===== src/hdl/hcy_pkg.sv =====
// Shared types, constants and helpers for the HCY to RGB converter.
// No dependencies; every other file refers to this package by scoped names.
`timescale 1ns / 1ps

package hcy_pkg;

  localparam int CompBits   = 8;
  localparam int FracBits   = 16;
  localparam int WeightBits = 16;
  localparam int FracW      = FracBits + 1;   // holds 0 .. 1.0 inclusive
  localparam int ProdW      = 2 * FracW;
  localparam int QueueDepth = 4;
  localparam int QueueAw    = 2;
  localparam int DivSteps   = FracW;

  localparam logic [FracW-1:0]    One      = FracW'(1) << FracBits;
  localparam logic [CompBits-1:0] CodeMax  = '1;

  // config register indexes
  localparam logic [1:0] RegRedWeight   = 2'd0;
  localparam logic [1:0] RegGreenWeight = 2'd1;
  localparam logic [1:0] RegBlueWeight  = 2'd2;

  localparam logic [WeightBits-1:0] RedWeightRst   = 16'd19595;
  localparam logic [WeightBits-1:0] GreenWeightRst = 16'd38470;
  localparam logic [WeightBits-1:0] BlueWeightRst  = 16'd7471;

  // hue sextants
  localparam logic [2:0] SecRedYel  = 3'd0;
  localparam logic [2:0] SecYelGrn  = 3'd1;
  localparam logic [2:0] SecGrnCyan = 3'd2;
  localparam logic [2:0] SecCyanBlu = 3'd3;
  localparam logic [2:0] SecBluMag  = 3'd4;
  localparam logic [2:0] SecMagRed  = 3'd5;

  typedef logic [FracW-1:0]      frac_t;
  typedef logic [CompBits-1:0]   code_t;
  typedef logic [WeightBits-1:0] weight_t;
  typedef logic [2:0]            sext_t;

  typedef struct packed {
    weight_t wr;
    weight_t wg;
    weight_t wb;
  } weights_t;

  // one classified item passed from front to back
  typedef struct packed {
    sext_t sec;
    frac_t xf;
    frac_t c;
    frac_t y;
    frac_t peak;
  } item_t;

  // fields that ride alongside the divider
  typedef struct packed {
    sext_t sec;
    frac_t xf;
    frac_t y;
  } side_t;

  // code * 2^16 / 255 = code * 257 + (code == 255)
  function automatic frac_t code_frac(input code_t v);
    frac_t base;
    base = {1'b0, v, v};
    return base + frac_t'(v == CodeMax);
  endfunction

  function automatic frac_t weight_frac(input weight_t w);
    return {1'b0, w};
  endfunction

endpackage


===== src/hdl/hcy_queue.sv =====
// Small register queue between front and back.
// Depends on hcy_pkg for the item type and depth.
`timescale 1ns / 1ps

module hcy_queue (
  input  logic            clk,
  input  logic            rst_n,
  input  logic            push,
  input  hcy_pkg::item_t  push_item,
  output logic            full,
  input  logic            pop,
  output logic            empty,
  output hcy_pkg::item_t  pop_item
);

  hcy_pkg::item_t                mem_r [hcy_pkg::QueueDepth];
  logic [hcy_pkg::QueueAw-1:0]   wp_r, rp_r;
  logic [hcy_pkg::QueueAw:0]     cnt_r;

  assign full     = (cnt_r == (hcy_pkg::QueueAw + 1)'(hcy_pkg::QueueDepth));
  assign empty    = (cnt_r == '0);
  assign pop_item = mem_r[rp_r];

  always_ff @(posedge clk) begin
    if (!rst_n) begin
      wp_r  <= '0;
      rp_r  <= '0;
      cnt_r <= '0;
    end else begin
      if (push) wp_r <= wp_r + 1'b1;
      if (pop)  rp_r <= rp_r + 1'b1;
      if (push && !pop)      cnt_r <= cnt_r + 1'b1;
      else if (pop && !push) cnt_r <= cnt_r - 1'b1;
    end
  end

  always_ff @(posedge clk) begin
    if (push) mem_r[wp_r] <= push_item;
  end

endmodule


===== config.mk =====
export PLATFORM = sky130hd
export DESIGN_NAME = hcy_queue
export DESIGN_NICKNAME = d
export VERILOG_FILES = /design/src/hdl/hcy_pkg.sv /design/src/hdl/hcy_queue.sv
export SDC_FILE = /design/constraint.sdc
export NUM_CORES = 1
export LEC_CHECK = 0
export ABC_CLOCK_PERIOD_IN_PS = 3000
export BUFFER_PORTS_ARGS = -buffer_cell sky130_fd_sc_hd__clkbuf_2
export CAP_MARGIN = 25
export CORE_MARGIN = 10
export CORE_UTILIZATION = 35
export DETAILED_ROUTE_END_ITERATION = 16
export RECOVER_POWER = 100
export SLEW_MARGIN = 10
export SYNTH_ARGS = -nofsm -noshare
export SYNTH_HDL_FRONTEND = slang
export SYNTH_SLANG_ARGS = --single-unit
export TNS_END_PERCENT = 100

===== constraint.sdc =====
create_clock -name clk -period 3 [get_ports clk]
set_input_delay 0.75 -clock clk [delete_from_list [all_inputs] [get_ports clk]]
set_output_delay 0.75 -clock clk [all_outputs]
set_load 0.03 [all_outputs]

==> impl_metrics.py <==
metrics = {
    "setup_path": {
        "crit_end": "pop_item[40]",
        "regToRegSetupSlack_ps": 290,
        "timing.rr.end": "mem_r[3][30]",
        "r2r_start": "wp_r[0]",
        "crit_fanout": 30,
        "required_ps": 2250,
        "rr_worst_depth": 3,
        "start_kind": "flop",
        "end_kind": "output port",
        "worst_ep_arrival_time_ps": 2090,
        "path_class": "reg -> out",
    },
    "route": {
        "drc": 0,
        "viasPerCell": 4.77,
        "dr.pass1.iters": 4,
        "ant_nets": 0,
        "drtIter0Drc": 194,
        "wl_per_cell_um": 20.9,
        "wl_mm": 21.2,
        "vias": 4843,
    },
    "cts": {
        "h-tree-depth": 1,
        "clk_pin_slew_ps": 60,
        "cts.sink_count": 293,
        "clockBufferDepth": 3,
        "cts_tree": "yes",
        "numCtsBuffers": 30,
        "clock_latency_ps": 540,
        "cts-root-buf": "clkbuf_16",
    },
    "grt": {
        "grt_pass1_vias": 5413,
        "grt_pass1_wl_mm": 32.9,
        "antenna_found_initial": 1,
        "grt.total_usage": 0.109,
        "grt_overflow": 0,
        "grt_max_degree": 72,
    },
    "layout": {
        "final_area_um2": 12900,
        "final_common_cell": "edfxtp_1",
        "syn2layout_area_growth_pct": 19.5,
        "drive_gt1_frac": 0.327,
        "layout_common_cells": "edfxtp_1, clkbuf_1, clkbuf_2",
        "layout.nets": 677,
        "post-route-util": 0.422,
    },
    "outcome": {
        "status": "finished with violations",
        "violations": "max-capacitance violations, max-slew violations",
    },
    "synth": {
        "synth-seq-cells": 293,
        "synth_area_leaders": "edfxtp_1, mux4_2, dfxtp_1, buf_12, ha_1",
        "ys_types": 22,
        "synth_area_um2": 10800,
        "async_flop_share": 0,
        "avgSynthCellArea_um2": 26.0,
        "ys.flop_type": "edfxtp_1",
        "synth_fp_nets": 495,
        "ys.warnings.count": 0,
        "seq_area_frac_synth": 0.809,
        "synth_compound_area_frac": 0.00116,
        "synth.top_cell.area_share": 0.792,
        "syn_inst": 414,
        "synthXorXnorAreaFrac": 0.00407,
        "synth_top_family_by_area": "multiplexers",
        "synth-edff-count": 284,
        "muxShareOfSynthArea": 0.151,
        "yosys.area_share.simple": 0.00848,
        "yosys.area.top_type": "edfxtp_1",
        "synth_adder_area_share": 0.00767,
    },
    "placed_design": {
        "numPortBuffers": 147,
        "place_area_um2": 12000,
        "pre_cts_slack_ps": 583,
        "gp_congestion": 0.683,
        "dp.final_hpwl_mm": 13.5,
    },
    "timing": {
        "skew_ps": 5.01,
        "slew_headroom": -0.121,
        "setup_tns_ps": 0,
        "finalHoldViolCount": 0,
        "setup_slack_ps": 165,
        "setup_viol": 0,
        "fmax_mhz": 353,
        "period_share": 0.945,
        "worstMarginPinSlew_ps": 1680,
        "maxSlewViolCount": 113,
        "post-route-min-period_ps": 2840,
        "grt_setup_unrepaired": "no",
    },
    "die": {
        "die_area_um2": 38200,
        "die_h_um": 195,
        "io_pins": 148,
        "rows": 64,
        "die_w_um": 195,
        "design.core.area_um2": 30500,
        "initial_core_util": 0.353,
    },
    "run": {
        "cap_viol_max_count": 4,
    },
    "power": {
        "powerDensity_nw_per_um2": 727,
        "totalPowerFinal_mw": 9.35,
        "leakagePower_nw": 4.16,
        "vdd_ir_drop_max_mv": 0.461,
    },
    "worst_hold_path": {
        "hold_path_class": "in -> reg",
    },
}
[power by group]
group          internal (mW)  switching [mW]  leakage, nW
logic                  0.398           0.715         1.02
registers               4.70          0.0538         2.68
clock network           2.04            1.44        0.448
total                   7.14            2.21         4.16
[metrics by stage]
step,instances,hold slack (ps)
final,1015,475
after global routing,1014,451
after CTS,1006,393
after detailed placement,952,510
after global placement,952,481
after floorplan,414,472
[routing by layer]
layer  wire length [um]  share of wire  global-route usage  vias to the layer above
li1                   -              -                   -                     2137
met1               8940           0.42               0.138                     2547
met2              10700           0.50               0.182                      121
met3               1190          0.056              0.0295                       38
met4                402          0.019              0.0283                        0
met5                  0              0                   0                        -
[cells by family after synthesis]
family / Yosys count
AOI/OAI and AO/OA: 2
xor gates and xnor gates: 5
adders and majority gates: 6
buffers and inverters: 20
DFF: 293
muxes: 73
and+or+nand+nor: 15
[what timing repair did]
item | CTS | global route
resized for setup | 1 | 1
hold buffers | 0 | 0
setup buffers | 0 | 8
setup endpoints to repair | 2 | 43
[synthesized netlist by cell type (all sizes together) (2+ instances only)]
cell,count
xor2,3
buf,16
edfxtp,284
xnor2,2
mux2i,2
and2,9
inv,4
ha,5
nor2b,2
mux4,71
dfxtp,9
[worst max-delay path, cell delays in order (launching register included)]
cell and delay (ps):
dfxtp_4 450, buf_12 290, mux4_2 590, clkbuf_2 210
[layout make-up]
class                      count  area [um2]
multi-input combinational    101        1850
inverter                       4        15.0
clock buffer                  36         795
sequential                   293        8710
tap                          396         495
clock inverter                18         136
antenna                        1        2.50
timing repair buffer         166         857
fill                        2665       17600
[sequential cells by signal, indices dropped and copies added (netlist names), named ones only]
signal	count
mem_r	284
cnt_r	3
rp_r	2
wp_r	2
[worst min-delay path by stage]
stage / from / end / slack, ps / cells after the start
after floorplan: cnt_r[2] / cnt_r[2] / 470 / 2
final: push_item[54] / mem_r[2][54] / 470 / 1
after global routing: push_item[42] / mem_r[0][42] / 450 / 1
after detailed placement: cnt_r[2] / cnt_r[2] / 510 / 2
after CTS: push_item[67] / mem_r[2][67] / 390 / 1
after global placement: cnt_r[2] / cnt_r[2] / 480 / 2
Note: power is estimated with default switching activity, not from simulation.
